`config.mk`:
```
export PLATFORM = sky130hd
export DESIGN_NAME = hall_sensor_position_observer
export DESIGN_NICKNAME = d
export VERILOG_FILES = /design/src/rtl/hspo_pkg.sv /design/src/rtl/hspo_datapath.sv /design/src/rtl/hspo_ctrl.sv /design/src/rtl/hall_sensor_position_observer.sv
export SDC_FILE = /design/constraint.sdc
export NUM_CORES = 1
export LEC_CHECK = 0
export ABC_CLOCK_PERIOD_IN_PS = 10500
export BUFFER_PORTS_ARGS = -buffer_cell sky130_fd_sc_hd__buf_4
export CAP_MARGIN = 0
export CORE_ASPECT_RATIO = 1.5
export CORE_MARGIN = 5
export CORE_UTILIZATION = 30
export DETAILED_ROUTE_END_ITERATION = 16
export PLACE_DENSITY_LB_ADDON = 0.15
export SLEW_MARGIN = 20
export SYNTH_ARGS = -nofsm -noshare
export SYNTH_HDL_FRONTEND = slang
export SYNTH_HIERARCHICAL = 1
export SYNTH_SLANG_ARGS = --single-unit
```
`constraint.sdc`:
```
create_clock -name clk_i -period 10.5 [get_ports clk_i]
set_clock_uncertainty 0.15 [all_clocks]
set_input_delay 1.05 -clock clk_i [delete_from_list [all_inputs] [get_ports clk_i]]
set_output_delay 1.05 -clock clk_i [all_outputs]
set_load 0.02 [all_outputs]
```
`src/rtl/hspo_pkg.sv`:
```
// shared constants, types and tables of the hall sensor position observer
package hspo_pkg;

  localparam int unsigned QBits       = 15;
  localparam int unsigned QScale      = 1 << QBits;
  localparam int unsigned SectorCount = 6;
  localparam int          SpeedLimit  = QScale / SectorCount;
  localparam int unsigned DivSteps    = QBits + 1;
  localparam int unsigned DivCntW     = $clog2(DivSteps);

  localparam logic [15:0] AlphaOne = 16'(QScale);

  localparam logic [1:0] CfgSectorMap      = 2'd0;
  localparam logic [1:0] CfgInvalidTimeout = 2'd1;
  localparam logic [1:0] CfgSpeedAlpha     = 2'd2;

  localparam logic [23:0] SectorMapReset      = 24'hE818EF;
  localparam logic [15:0] InvalidTimeoutReset = 16'd2;
  localparam logic [15:0] SpeedAlphaReset     = 16'd8192;

  typedef enum logic [1:0] {
    FaultNone        = 2'd0,
    FaultInvalidCode = 2'd1,
    FaultTransition  = 2'd2
  } fault_e;

  typedef struct packed {
    logic capture;
    logic decode;
    logic div_init;
    logic div_step;
    logic mul;
    logic sum;
    logic emit;
  } cmd_t;

  typedef struct packed {
    logic is_edge;
    logic div_last;
  } status_t;

  function automatic logic [14:0] sector_angle(input logic [2:0] sector);
    logic [14:0] angle;
    case (sector)
      3'd1:    angle = 15'((QScale * 1) / SectorCount);
      3'd2:    angle = 15'((QScale * 2) / SectorCount);
      3'd3:    angle = 15'((QScale * 3) / SectorCount);
      3'd4:    angle = 15'((QScale * 4) / SectorCount);
      3'd5:    angle = 15'((QScale * 5) / SectorCount);
      default: angle = 15'd0;
    endcase
    return angle;
  endfunction

endpackage

```
`src/rtl/hspo_datapath.sv`:
```
// observer datapath: config registers, tracking state, edge-speed divider, filter, output register
module hspo_datapath (
  input  logic              clk_i,
  input  logic              rst_ni,
  input  hspo_pkg::cmd_t    cmd_i,
  output hspo_pkg::status_t status_o,
  input  logic [2:0]        hall_code_i,
  input  logic              cfg_we_i,
  input  logic [1:0]        cfg_index_i,
  input  logic [23:0]       cfg_data_i,
  output logic [14:0]       electrical_angle_o,
  output logic [13:0]       electrical_speed_o,
  output logic              confidence_full_o,
  output logic              position_valid_o,
  output logic [1:0]        fault_code_o
);
  import hspo_pkg::*;

  localparam logic signed [18:0] SpeedMax = 19'(SpeedLimit);
  localparam logic signed [18:0] SpeedMin = -19'(SpeedLimit);

  logic [23:0] sector_map_q;
  logic [15:0] timeout_q;
  logic [15:0] alpha_q;

  logic [2:0]         code_q;
  logic [2:0]         prev_q;
  logic               seeded_q;
  logic               valid_q;
  logic               conf_q;
  logic [15:0]        ticks_q;
  logic [15:0]        inv_cnt_q;
  logic signed [15:0] speed_q;
  logic [14:0]        angle_q;
  fault_e             fault_q;
  logic               dir_back_q;

  logic [18:0]        rem_q;
  logic [15:0]        dvd_q;
  logic [15:0]        quot_q;
  logic [18:0]        divisor_q;
  logic [DivCntW-1:0] div_cnt_q;
  logic signed [32:0] prod_q;

  logic [14:0] out_angle_q;
  logic [13:0] out_speed_q;
  logic        out_conf_q;
  logic        out_valid_flag_q;
  logic [1:0]  out_fault_q;

  logic [4:0]         bit_pos;
  logic [2:0]         sector;
  logic               code_bad;
  logic [2:0]         prev_p1;
  logic [2:0]         prev_m1;
  logic               step_fwd;
  logic               step_back;
  logic               changed;
  logic [15:0]        ticks_inc;
  logic [15:0]        inv_inc;
  logic [19:0]        trial;
  logic               trial_ge;
  logic signed [16:0] raw_s;
  logic signed [17:0] diff_w;
  logic signed [15:0] diff_s;
  logic [15:0]        alpha_sat;
  logic signed [32:0] prod_w;
  logic signed [17:0] prod_sh;
  logic signed [18:0] sum_w;
  logic signed [15:0] speed_new;

  assign bit_pos   = 5'(code_q) * 5'd3;
  assign sector    = sector_map_q[bit_pos +: 3];
  assign code_bad  = sector[2] & sector[1];
  assign prev_p1   = (prev_q == 3'd5) ? 3'd0 : prev_q + 3'd1;
  assign prev_m1   = (prev_q == 3'd0) ? 3'd5 : prev_q - 3'd1;
  assign step_fwd  = (sector == prev_p1);
  assign step_back = (sector == prev_m1);
  assign changed   = (sector != prev_q);
  assign ticks_inc = (ticks_q == 16'hFFFF) ? ticks_q : ticks_q + 16'd1;
  assign inv_inc   = (inv_cnt_q == 16'hFFFF) ? inv_cnt_q : inv_cnt_q + 16'd1;

  assign status_o.is_edge  = !code_bad && seeded_q && changed && (step_fwd || step_back);
  assign status_o.div_last = (div_cnt_q == DivCntW'(DivSteps - 1));

  assign trial    = {rem_q, dvd_q[15]};
  assign trial_ge = (trial >= {1'b0, divisor_q});

  assign raw_s  = dir_back_q ? -$signed({1'b0, quot_q}) : $signed({1'b0, quot_q});
  assign diff_w = 18'(raw_s) - 18'(speed_q);

  always_comb begin
    if (diff_w > 18'sd32767) begin
      diff_s = 16'sh7FFF;
    end else if (diff_w < -18'sd32768) begin
      diff_s = 16'sh8000;
    end else begin
      diff_s = diff_w[15:0];
    end
  end

  assign alpha_sat = (alpha_q > AlphaOne) ? AlphaOne : alpha_q;
  assign prod_w    = 33'(diff_s) * 33'($signed({1'b0, alpha_sat}));
  assign prod_sh   = $signed(prod_q[32:15]);
  assign sum_w     = 19'(speed_q) + 19'(prod_sh);

  always_comb begin
    if (sum_w > SpeedMax) begin
      speed_new = 16'(SpeedMax);
    end else if (sum_w < SpeedMin) begin
      speed_new = 16'(SpeedMin);
    end else begin
      speed_new = sum_w[15:0];
    end
  end

  // configuration registers
  always_ff @(posedge clk_i or negedge rst_ni) begin
    if (!rst_ni) begin
      sector_map_q <= SectorMapReset;
      timeout_q    <= InvalidTimeoutReset;
      alpha_q      <= SpeedAlphaReset;
    end else if (cfg_we_i) begin
      case (cfg_index_i)
        CfgSectorMap:      sector_map_q <= cfg_data_i;
        CfgInvalidTimeout: timeout_q    <= cfg_data_i[15:0];
        CfgSpeedAlpha:     alpha_q      <= cfg_data_i[15:0];
        default: ;
      endcase
    end
  end

  // tracking state
  always_ff @(posedge clk_i or negedge rst_ni) begin
    if (!rst_ni) begin
      prev_q    <= 3'd0;
      seeded_q  <= 1'b0;
      valid_q   <= 1'b0;
      conf_q    <= 1'b0;
      ticks_q   <= 16'd0;
      inv_cnt_q <= 16'd0;
      speed_q   <= 16'sd0;
      angle_q   <= 15'd0;
      fault_q   <= FaultNone;
      div_cnt_q <= '0;
    end else begin
      if (cmd_i.decode) begin
        if (code_bad) begin
          inv_cnt_q <= inv_inc;
          if (inv_inc >= timeout_q) begin
            valid_q <= 1'b0;
          end
          fault_q <= FaultInvalidCode;
        end else begin
          inv_cnt_q <= 16'd0;
          fault_q   <= FaultNone;
          if (!seeded_q) begin
            seeded_q <= 1'b1;
            prev_q   <= sector;
            angle_q  <= sector_angle(sector);
            ticks_q  <= 16'd0;
          end else begin
            ticks_q <= ticks_inc;
            if (changed) begin
              if (!(step_fwd || step_back)) begin
                valid_q <= 1'b0;
                conf_q  <= 1'b0;
                fault_q <= FaultTransition;
              end
            end else if (valid_q) begin
              angle_q <= angle_q + speed_q[14:0];
            end
          end
        end
      end
      if (cmd_i.div_init) begin
        div_cnt_q <= '0;
      end else if (cmd_i.div_step) begin
        div_cnt_q <= div_cnt_q + DivCntW'(1);
      end
      if (cmd_i.sum) begin
        speed_q <= speed_new;
        angle_q <= sector_angle(sector);
        prev_q  <= sector;
        ticks_q <= 16'd0;
        valid_q <= 1'b1;
        conf_q  <= 1'b1;
      end
    end
  end

  // request capture, divider, multiplier and output payload
  always_ff @(posedge clk_i) begin
    if (cmd_i.capture) begin
      code_q <= hall_code_i;
    end
    if (cmd_i.decode) begin
      dir_back_q <= step_back;
    end
    if (cmd_i.div_init) begin
      rem_q     <= 19'd0;
      dvd_q     <= 16'(QScale);
      quot_q    <= 16'd0;
      divisor_q <= {1'b0, ticks_q, 2'b00} + {2'b00, ticks_q, 1'b0};
    end else if (cmd_i.div_step) begin
      dvd_q <= {dvd_q[14:0], 1'b0};
      if (trial_ge) begin
        rem_q  <= 19'(trial - {1'b0, divisor_q});
        quot_q <= {quot_q[14:0], 1'b1};
      end else begin
        rem_q  <= trial[18:0];
        quot_q <= {quot_q[14:0], 1'b0};
      end
    end
    if (cmd_i.mul) begin
      prod_q <= prod_w;
    end
    if (cmd_i.emit) begin
      if (fault_q != FaultNone) begin
        out_angle_q      <= 15'd0;
        out_speed_q      <= 14'd0;
        out_conf_q       <= 1'b0;
        out_valid_flag_q <= 1'b0;
      end else begin
        out_angle_q      <= angle_q;
        out_speed_q      <= speed_q[13:0];
        out_conf_q       <= conf_q;
        out_valid_flag_q <= valid_q;
      end
      out_fault_q <= fault_q;
    end
  end

  assign electrical_angle_o = out_angle_q;
  assign electrical_speed_o = out_speed_q;
  assign confidence_full_o  = out_conf_q;
  assign position_valid_o   = out_valid_flag_q;
  assign fault_code_o       = out_fault_q;

endmodule

```
`src/rtl/hspo_ctrl.sv`:
```
// observer controller: sequences decode, division, filter and result hand-off
module hspo_ctrl (
  input  logic              clk_i,
  input  logic              rst_ni,
  input  logic              in_valid_i,
  output logic              in_stall_o,
  output logic              out_valid_o,
  input  logic              out_stall_i,
  input  hspo_pkg::status_t status_i,
  output hspo_pkg::cmd_t    cmd_o
);
  import hspo_pkg::*;

  localparam logic [2:0] StIdle    = 3'd0;
  localparam logic [2:0] StDecode  = 3'd1;
  localparam logic [2:0] StDivInit = 3'd2;
  localparam logic [2:0] StDivRun  = 3'd3;
  localparam logic [2:0] StMul     = 3'd4;
  localparam logic [2:0] StSum     = 3'd5;
  localparam logic [2:0] StEmit    = 3'd6;

  logic [2:0] state_q;
  logic [2:0] state_d;
  logic       out_valid_q;
  logic       out_valid_d;
  logic       emit_ok;

  assign emit_ok    = !out_valid_q || !out_stall_i;
  assign in_stall_o = (state_q != StIdle);

  always_comb begin
    state_d = state_q;
    cmd_o   = '0;
    case (state_q)
      StIdle: begin
        if (in_valid_i) begin
          cmd_o.capture = 1'b1;
          state_d       = StDecode;
        end
      end
      StDecode: begin
        cmd_o.decode = 1'b1;
        state_d      = status_i.is_edge ? StDivInit : StEmit;
      end
      StDivInit: begin
        cmd_o.div_init = 1'b1;
        state_d        = StDivRun;
      end
      StDivRun: begin
        cmd_o.div_step = 1'b1;
        if (status_i.div_last) begin
          state_d = StMul;
        end
      end
      StMul: begin
        cmd_o.mul = 1'b1;
        state_d   = StSum;
      end
      StSum: begin
        cmd_o.sum = 1'b1;
        state_d   = StEmit;
      end
      StEmit: begin
        if (emit_ok) begin
          cmd_o.emit = 1'b1;
          state_d    = StIdle;
        end
      end
      default: state_d = StIdle;
    endcase
  end

  always_comb begin
    if (cmd_o.emit) begin
      out_valid_d = 1'b1;
    end else if (!out_stall_i) begin
      out_valid_d = 1'b0;
    end else begin
      out_valid_d = out_valid_q;
    end
  end

  always_ff @(posedge clk_i or negedge rst_ni) begin
    if (!rst_ni) begin
      state_q     <= StIdle;
      out_valid_q <= 1'b0;
    end else begin
      state_q     <= state_d;
      out_valid_q <= out_valid_d;
    end
  end

  assign out_valid_o = out_valid_q;

endmodule

```
`src/rtl/hall_sensor_position_observer.sv`:
```
// top level of the hall sensor position observer
// one request at a time: a code that is not a one-sector edge goes from decode straight to emit;
// an edge passes through the 16-step restoring divider for the speed and the filter before emit
// the result is loaded into the output register at emit (held back while a stalled result is there)
// and the next request can be taken while it waits there
// asynchronous active-low reset restores the register defaults and clears all tracking state
module hall_sensor_position_observer (
  input  logic        clk_i,
  input  logic        rst_ni,
  input  logic        in_valid_i,
  output logic        in_stall_o,
  input  logic [2:0]  hall_code_i,
  output logic        out_valid_o,
  input  logic        out_stall_i,
  output logic [14:0] electrical_angle_o,
  output logic [13:0] electrical_speed_o,
  output logic        confidence_full_o,
  output logic        position_valid_o,
  output logic [1:0]  fault_code_o,
  input  logic        cfg_valid_i,
  output logic        cfg_ready_o,
  input  logic [1:0]  cfg_index_i,
  input  logic [23:0] cfg_data_i
);
  import hspo_pkg::*;

  cmd_t    cmd;
  status_t status;

  assign cfg_ready_o = 1'b1;

  hspo_ctrl u_ctrl (
    .clk_i       (clk_i),
    .rst_ni      (rst_ni),
    .in_valid_i  (in_valid_i),
    .in_stall_o  (in_stall_o),
    .out_valid_o (out_valid_o),
    .out_stall_i (out_stall_i),
    .status_i    (status),
    .cmd_o       (cmd)
  );

  hspo_datapath u_datapath (
    .clk_i              (clk_i),
    .rst_ni             (rst_ni),
    .cmd_i              (cmd),
    .status_o           (status),
    .hall_code_i        (hall_code_i),
    .cfg_we_i           (cfg_valid_i),
    .cfg_index_i        (cfg_index_i),
    .cfg_data_i         (cfg_data_i),
    .electrical_angle_o (electrical_angle_o),
    .electrical_speed_o (electrical_speed_o),
    .confidence_full_o  (confidence_full_o),
    .position_valid_o   (position_valid_o),
    .fault_code_o       (fault_code_o)
  );

endmodule

```
==> out/metrics.cfg, run 1 <==
[status]
outcome = finished, final reports clean

[placed_design]
port_buffers = 68
gp_congestion = 0.903
dpl_cell_area_um2 = 25400
dp_hpwl_um = 57400
preCtsSetupSlack_ns = 0.0770

[floorplanning]
ios = 70
fp.dieH_um = 354
initial_core_util_pct = 30.1
core_um2 = 78500
fp-row-count = 126
die_w_um = 239
die-area_um2 = 84600

[worst_hold_path]
hp-class = in -> async

[setup_path]
rr_worst_depth = 35
cp-startpoint = u_datapath/quot_q[6]
cp_max_fo = 9
reg2reg_to = u_datapath/prod_q[32]
cp_slowest_stage_delay_ns = 0.61
critical_path.slowest_cell = or4_1
end_kind = flip-flop
worstSetupPathType = reg -> reg
cp.required_ns = 10.69
critPathArrivalTime_ns = 10.13
startpoint_type = flip-flop
crit_top_cell = fa_1
crit_path_end = u_datapath/prod_q[32]
r2r_slack_ns = 0.56
rr_startpoint = u_datapath/quot_q[6]

[timing]
drv_slew = 0
timing.final.ws_setup_ns = 0.561
min_period_ns = 9.94
max_freq_mhz = 101
slew-limit-headroom_pct = 33.4
final-hold-violation-count = 0
worst_pin_slew_ns = 0.997
holdWs_ns = 0.344
grt_setup_unrepaired = yes
final-setup-viol-count = 0
fin_crit_sh_pct = 94.7

[clock_tree]
cts_setup_buffers = 0
cts-root-to-sink-buffers = 3
h-tree-depth = 1
cts_buffers = 27
cts_tree = yes
root_buffer = clkbuf_16
postCtsHoldBufs = 0
path_clk_slew_ns = 0.06
cts_sinks = 244
insertion_delay_ns = 0.59

[layout]
area_growth_pct = 11.7
utilization_pct = 33.6
fill_cells = 8119
fin_area_um2 = 26400
drive_gt1_share_pct = 10.9
antennaDiodeCount = 0
nNetsFinal = 3074

[yosys]
ys.flop_type = dfrtp_1
avgSynthCellArea_um2 = 9.19
synthesis.nets = 3026
ys_top_cells_by_area = fa_1 17%, dfrtp_1 13%, ha_1 12%, edfxtp_1 9.3%, inv_1 5.8%
ys_warn_count = 6
synth_seq_cells = 244
synth_cell_type_count = 89
yosysTopAreaCell = fa_1
synthArstFlopShare_pct = 55.3
ys_seq_area_share_pct = 26.7
postSynthCellCount = 2571
syn-cell-area_um2 = 23600
synth-edff-count = 73
synth_top_area_share_pct = 16.8

[routing]
routed_wl_um = 71600
postRouteAntennaNets = 0
via_per_inst = 4.98
drcViolationCount = 0
routedWlPerCell_um = 19.5
drt-initial-drc-count = 1039
drt-pass1-iter-count = 6
num_vias = 18200

[global_routing]
grt_first_pass_wirelength_um = 112000
grt_usage_pct = 16.8
grt_pass1_vias = 19400
antenna_found_initial = 2
grt_overflow = 0
grt_max_degree = 76

[flow_run]
drv_cap = 0

-- critical path, delay by kind of cell, from the launching register on --
family,cells,cell delay (ns)
buffers and inverters,5,0.57
xor gates and xnor gates,1,0.13
and+or+nand+nor,12,2.62
AOI/OAI and AO/OA,9,2.08
DFF,1,0.38
adders and majority gates,8,3.75
-- stage by stage --
stage	setup TNS (ns)	instances
floorplan	0	2571
global placement	0	3613
detailed placement	0	3614
CTS	0	3664
global route	-0.0156	3664
finish	0	3664
-- cell usage in the layout (no fill, tap or decap), drive strengths merged, types with 12 or more instances in the layout --
cell type,Yosys,final
a21oi,114,114
mux2i,42,42
o211ai,13,13
buf,23,111
nor3,45,45
nor2b,24,24
o21ai,90,90
nor2,254,254
a31oi,12,12
and2,43,43
fa,198,198
ha,223,223
or2,12,12
nand4,20,20
xnor2,85,85
a211oi,32,32
and3,20,20
mux2,60,60
dfxtp,36,36
nand2b,20,20
o31ai,13,13
nand3,47,47
edfxtp,73,73
xor2,40,40
a21o,62,62
nand2,241,241
inv,366,367
a21boi,12,12
clkbuf,69,38
dfstp,15,15
o21a,14,14
dfrtp,120,120
-- repair_timing --
action                                 4_1_cts  5_1_grt
setup endpoints to repair                    0       11
endpoints found under the hold margin        0        0
resized for setup                            0       11
-- cell type report --
| class | instances | area (um^2) | area share (%) |
|---|---|---|---|
| Multi-Input combinational cell | 1867 | 15600 | 59.3 |
| Sequential cell | 244 | 6310 | 23.9 |
| Timing Repair Buffer | 111 | 856 | 3.24 |
| Clock buffer | 38 | 792 | 3.00 |
| Tap cell | 1024 | 1280 | 4.85 |
| Inverter | 368 | 1380 | 5.24 |
| Clock inverter | 12 | 128 | 0.483 |
-- worst min path at each step --
stage,endpoint,slack (ns)
floorplan,u_datapath/fault_code_o[0],0.27
global placement,u_datapath/rem_q[0],0.33
detailed placement,u_datapath/sector_map_q[13],0.35
CTS,u_datapath/rem_q[3],0.35
global route,u_datapath/sector_map_q[14],0.37
finish,u_datapath/alpha_q[1],0.34
-- Yosys cell counts, drive strengths merged (43+ instances only) --
master    n
a21o     62
a21oi   114
and2     43
clkbuf   69
dfrtp   120
edfxtp   73
fa      198
ha      223
inv     366
mux2     60
nand2   241
nand3    47
nor2    254
nor3     45
o21ai    90
xnor2    85
-- cells by family (layout without fill, tap and decap cells) --
kind of cell             count (synthesis)  count (layout)  share of synthesized area [%]
flip-flops                             244             244                           26.7
AO/OA/AOI/OAI                          435             435                           12.2
buffers and inverters                  460             529                           7.43
multiplexers                           108             108                           5.23
AND/OR/NAND/NOR                        777             777                           15.2
XOR/XNOR                               125             125                           4.63
other                                    1               1                         0.0159
adder cells (fa/ha/maj)                421             421                           28.6
-- routing by layer --
layer | part of all wire (%) | track usage (%)
met4 | 4.3 | 6.42
met2 | 53 | 31.5
met3 | 3.0 | 1.32
met1 | 40 | 19.6
met5 | 0 | 0
-- sequential cells by signal (all words and copies together) (netlist names), 4 cells and up --
register and count:
u_datapath/sector_map_q 24, u_datapath/rem_q 19, u_datapath/divisor_q 18, u_datapath/prod_q 18
u_datapath/alpha_q 16, u_datapath/inv_cnt_q 16, u_datapath/quot_q 16, u_datapath/speed_q 16
u_datapath/ticks_q 16, u_datapath/timeout_q 16, u_datapath/angle_q 15, u_datapath/electrical_angle_o 15
u_datapath/electrical_speed_o 14, u_datapath/div_cnt_q 4
Power of run 1 is left out: the tool's default activity adds up to more than one toggle a clock period on the data nets, which glitch-free logic cannot reach.
==> inputs of run 2 (changes only) <==
- ABC_CLOCK_PERIOD_IN_PS: 10500 -> 11950
- HOLD_SLACK_MARGIN: unset -> 0.06
- clock period: 10.5 -> 11.95 ns (I/O delays scaled with it)
==> out/metrics.cfg, run 2 (synthesized netlist as in run 1, its figures left out) <==
[status]
outcome = finished, final reports clean  ; unchanged

[timing]
holdWs_ns = 0.317  ; was 0.344 ns
fin_crit_sh_pct = 92.7  ; was 94.7%
fin_setup_tns_ns = 0  ; unchanged
max_freq_mhz = 90.3  ; was 101 MHz
final-setup-viol-count = 0  ; unchanged
grt_setup_unrepaired = no  ; was yes
drv_slew = 0  ; unchanged
worst_pin_slew_ns = 1.16  ; was 0.997 ns
final-hold-violation-count = 0  ; unchanged
min_period_ns = 11.07  ; was 9.94 ns
slew-limit-headroom_pct = 22.3  ; was 33.4%

[layout]
top_register = u_datapath/sector_map_q  ; unchanged
largest_register_ffs = 24  ; unchanged
fill_cells = 8096  ; was 8,119
drive_gt1_share_pct = 10.7  ; was 10.9%
top_regs = u_datapath/sector_map_q x24, u_datapath/rem_q x19  ; unchanged
multiInputGateArea_um2 = 15600  ; about the same
final-seq-area_um2 = 6310  ; unchanged
fin_area_um2 = 26400  ; about the same
area_growth_pct = 11.5  ; was 11.7%
utilization_pct = 33.6  ; about the same
antennaDiodeCount = 0  ; unchanged
final_cell_mix = 365 x inv_1, 252 x nor2_1, 241 x nand2_1  ; was 365 x inv_1, 252 x nor2_1, 240 x nand2_1
nNetsFinal = 3067  ; was 3,074
final_common_cell = inv_1  ; unchanged

[setup_path]
cp.required_ns = 12.14  ; was 10.69 ns
startpoint_type = flip-flop  ; unchanged
rr_startpoint = u_datapath/quot_q[0]  ; was u_datapath/quot_q[6]
cp_slowest_stage_delay_ns = 0.95  ; was 0.61 ns
cp-startpoint = u_datapath/quot_q[0]  ; was u_datapath/quot_q[6]
critPathArrivalTime_ns = 11.26  ; was 10.13 ns
critical_path.slowest_cell = a21oi_1  ; was or4_1
worstSetupPathType = reg -> reg  ; unchanged
crit_top_cell = fa_1  ; unchanged
end_kind = flip-flop  ; unchanged
cp_max_fo = 11  ; was 9

[routing]
num_vias = 18100  ; was 18,200
postRouteAntennaNets = 0  ; unchanged
drcViolationCount = 0  ; unchanged
drt-initial-drc-count = 897  ; was 1,039
routed_wl_um = 70900  ; was 71,600 um
drt-pass1-iter-count = 6  ; unchanged
routedWlPerCell_um = 19.4  ; was 19.5 um
via_per_inst = 4.96  ; was 4.98

[floorplanning]
fp-row-count = 126  ; unchanged
die_w_um = 239  ; unchanged
core_um2 = 78500  ; unchanged
ios = 70  ; unchanged
initial_core_util_pct = 30.1  ; unchanged
fp.dieH_um = 354  ; unchanged
die-area_um2 = 84600  ; unchanged

[worst_hold_path]
hp-class = reg -> reg  ; was in -> async
hold_start = u_datapath/conf_q

[placed_design]
port_buffers = 68  ; unchanged
gp_congestion = 0.924  ; was 0.903
dp_hpwl_um = 57300  ; was 57,400 um
dpl_cell_area_um2 = 25400  ; about the same

[clock_tree]
insertion_delay_ns = 0.60  ; was 0.59 ns
path_clk_slew_ns = 0.06  ; about the same
cts_resized = 0  ; unchanged
cts-root-to-sink-buffers = 3  ; unchanged
cts_sinks = 244  ; unchanged
cts_tree = yes  ; unchanged
cts_setup_buffers = 0  ; unchanged
cts_buffers = 28  ; was 27
root_buffer = clkbuf_16  ; unchanged
postCtsHoldBufs = 0  ; unchanged
h-tree-depth = 1  ; unchanged

[global_routing]
antenna_found_initial = 0  ; was 2
grt_overflow = 0  ; unchanged
grt_max_degree = 73  ; was 76
grt_usage_pct = 16.7  ; was 16.8%
grt_pass1_vias = 19300  ; was 19,400
grt_first_pass_wirelength_um = 111000  ; was 112,000 um

[flow_run]
drv_cap = 0  ; unchanged

==> run 2: worst max-delay path: cells and delay by family, from the launching register on <==
family / cells / cell delay, ns
XOR/XNOR: 2 / 0.40
flip-flops: 1 / 0.33
AND/OR/NAND/NOR: 7 / 2.15
AO/OA/AOI/OAI: 14 / 3.81
adder cells (fa/ha/maj): 8 / 3.67
buffers and inverters: 5 / 0.31
==> run 2: layer usage <==
metal | track usage (%) | share of wire [%] | up-vias
met3 | 1.28 | 2.7 | 106
met4 | 5.69 | 3.6 | 0
li1 | - | - | 8681
met1 | 19.4 | 40 | 9010
met5 | 0 | 0 | -
met2 | 31.8 | 54 | 347
==> run 2: worst paths after layout <==
check	endpoint	slack, ns	depth (start not counted)
setup / recovery	u_datapath/prod_q[30]	0.88	36
hold reg to reg	u_datapath/conf_q	0.32	1
setup reg to reg	u_datapath/prod_q[30]	0.88	36
min in group asynchronous	u_datapath/sector_map_q[16]	0.50	1
max in group asynchronous	u_datapath/angle_q[13]	9.72	2
hold / removal	u_datapath/conf_q	0.32	1
==> run 2: final cells by class <==
cell class              instances  share of cell area, %
multi-input cells            1867                   59.2
flip-flops and latches        244                   23.9
inverters                     368                   5.25
well taps                    1024                   4.86
clock buffers                  35                   2.99
repair buffers                103                   2.95
clock inverters                17                  0.783
==> run 2: through the flow <==
step                setup slack [ns]  cells
floorplan                       2.14   2571
global placement                1.10   3606
detailed placement             0.949   3606
CTS                            0.918   3658
global route                   0.269   3658
finish                         0.878   3658
Power of run 2 is left out for the same reason.
==> inputs of run 3 (changes only) <==
- CORE_ASPECT_RATIO: 1.5 -> unset
==> out/metrics.cfg, run 3 (synthesized netlist as in run 1, its figures left out) <==
[status]
outcome = finished, final reports clean  ; unchanged

[layout]
top_register = u_datapath/sector_map_q  ; unchanged
top_regs = u_datapath/sector_map_q x24, u_datapath/rem_q x19  ; unchanged
largest_register_ffs = 24  ; unchanged
nNetsFinal = 3063  ; was 3,067
final_cell_mix = 365 x inv_1, 251 x nor2_1, 241 x nand2_1  ; was 365 x inv_1, 252 x nor2_1, 241 x nand2_1
final_common_cell = inv_1  ; unchanged
drive_gt1_share_pct = 10.6  ; was 10.7%
final_cell_count_no_fill = 3682  ; was 3,658
antennaDiodeCount = 0  ; unchanged
area_growth_pct = 11.7  ; was 11.5%

[timing]
holdWs_ns = 0.320  ; was 0.317 ns
final-setup-viol-count = 0  ; unchanged
final-hold-violation-count = 0  ; unchanged
grt_setup_unrepaired = no  ; unchanged
drv_slew = 0  ; unchanged
fin_crit_sh_pct = 92.9  ; was 92.7%
max_freq_mhz = 90.0  ; was 90.3 MHz
worst_pin_slew_ns = 1.13  ; was 1.16 ns
fin_setup_tns_ns = 0  ; unchanged
slew-limit-headroom_pct = 24.8  ; was 22.3%
min_period_ns = 11.11  ; was 11.07 ns

[clock_tree]
cts_setup_buffers = 0  ; unchanged
h-tree-depth = 1  ; unchanged
cts_resized = 0  ; unchanged
cts_sinks = 244  ; unchanged
cts_tree = yes  ; unchanged
cts-root-to-sink-buffers = 3  ; unchanged
cts_buffers = 30  ; was 28
path_clk_slew_ns = 0.06  ; about the same
root_buffer = clkbuf_16  ; unchanged
insertion_delay_ns = 0.61  ; was 0.60 ns
postCtsHoldBufs = 0  ; unchanged

[setup_path]
cp_max_fo = 16  ; was 11
end_kind = flip-flop  ; unchanged
rr_startpoint = u_datapath/quot_q[6]  ; was u_datapath/quot_q[0]
cp_slowest_stage_delay_ns = 0.70  ; was 0.95 ns
reg2reg_to = u_datapath/prod_q[28]  ; was u_datapath/prod_q[30]
rr_worst_depth = 34  ; was 36
critical_path.slowest_cell = o21ai_1  ; was a21oi_1
crit_top_cell = fa_1  ; unchanged
critPathArrivalTime_ns = 11.35  ; was 11.26 ns
startpoint_type = flip-flop  ; unchanged
worstSetupPathType = reg -> reg  ; unchanged
r2r_slack_ns = 0.84  ; was 0.88 ns
cp.required_ns = 12.20  ; was 12.14 ns

[routing]
via_per_inst = 4.83  ; was 4.96
drcViolationCount = 0  ; unchanged
routed_wl_um = 64500  ; was 70,900 um
drt-pass1-iter-count = 5  ; was 6
postRouteAntennaNets = 0  ; unchanged
routedWlPerCell_um = 17.5  ; was 19.4 um
num_vias = 17800  ; was 18,100
drt-initial-drc-count = 941  ; was 897

[floorplanning]
initial_core_util_pct = 30.1  ; about the same
fp.dieH_um = 291  ; was 354 um
die_w_um = 291  ; was 239 um
ios = 70  ; unchanged
core_um2 = 78500  ; about the same
die-area_um2 = 84500  ; was 84,600 um^2
fp-row-count = 103  ; was 126

[global_routing]
grt_pass1_vias = 18300  ; was 19,300
antenna_found_initial = 0  ; unchanged
grt_max_degree = 72  ; was 73
grt_usage_pct = 15.0  ; was 16.7%
grt_overflow = 0  ; unchanged
grt_first_pass_wirelength_um = 103000  ; was 111,000 um

[worst_hold_path]
hp-class = reg -> reg  ; unchanged
hold_depth = 1  ; unchanged
hold_start = u_datapath/conf_q  ; unchanged
holdPathEnd = u_datapath/conf_q  ; unchanged

[placed_design]
gp_congestion = 0.859  ; was 0.924
dp_hpwl_um = 51500  ; was 57,300 um
port_buffers = 68  ; unchanged
dpl.cell_count = 3625  ; was 3,606

[flow_run]
drv_cap = 0  ; unchanged

==> run 3: worst max-delay path by stage <==
stage	to	depth (start not counted)	start
after CTS	u_datapath/prod_q[28]	34	u_datapath/quot_q[6]
final	u_datapath/prod_q[28]	34	u_datapath/quot_q[6]
after detailed placement	u_datapath/prod_q[30]	34	u_datapath/quot_q[6]
after floorplan	u_datapath/prod_q[28]	39	u_datapath/quot_q[6]
after global routing	u_datapath/prod_q[30]	34	u_datapath/quot_q[6]
after global placement	u_datapath/prod_q[28]	34	u_datapath/quot_q[6]
==> run 3: through the flow <==
| stage | util (%) | area (um^2) | setup slack [ns] |
|---|---|---|---|
| floorplan | - | 23600 | 2.14 |
| global placement | 32.3 | 25300 | 1.09 |
| detailed placement | 32.3 | 25300 | 0.968 |
| CTS | 33.6 | 26400 | 0.893 |
| global route | 33.6 | 26400 | 0.269 |
| finish | 33.6 | 26400 | 0.844 |
==> run 3: layout make-up <==
cell class / instances / area, um^2
tap: 1050 / 1310
inverter: 368 / 1380
clock inverter: 19 / 210
sequential: 244 / 6310
timing repair buffer: 97 / 752
fill: 8150 / 52100
clock buffer: 37 / 817
multi-input combinational: 1867 / 15600
==> run 3: layer usage <==
| metal | vias up | global-route usage (%) | wire length [um] |
|---|---|---|---|
| met5 | - | 0 | 0 |
| met4 | 0 | 3.02 | 1260 |
| met3 | 64 | 1.74 | 2580 |
| met2 | 320 | 24.7 | 29700 |
| met1 | 8695 | 21.5 | 30900 |
| li1 | 8695 | - | - |
==> run 3: critical path: cells and delay by family (launching register included) <==
| kind | cells | cell delay (ns) |
|---|---|---|
| compound gates | 10 | 2.62 |
| xor+xnor | 1 | 0.14 |
| fa+ha+maj | 8 | 3.68 |
| buf+inv | 4 | 0.25 |
| flops | 1 | 0.37 |
| simple gates | 11 | 3.69 |
Power of run 3 is left out for the same reason.
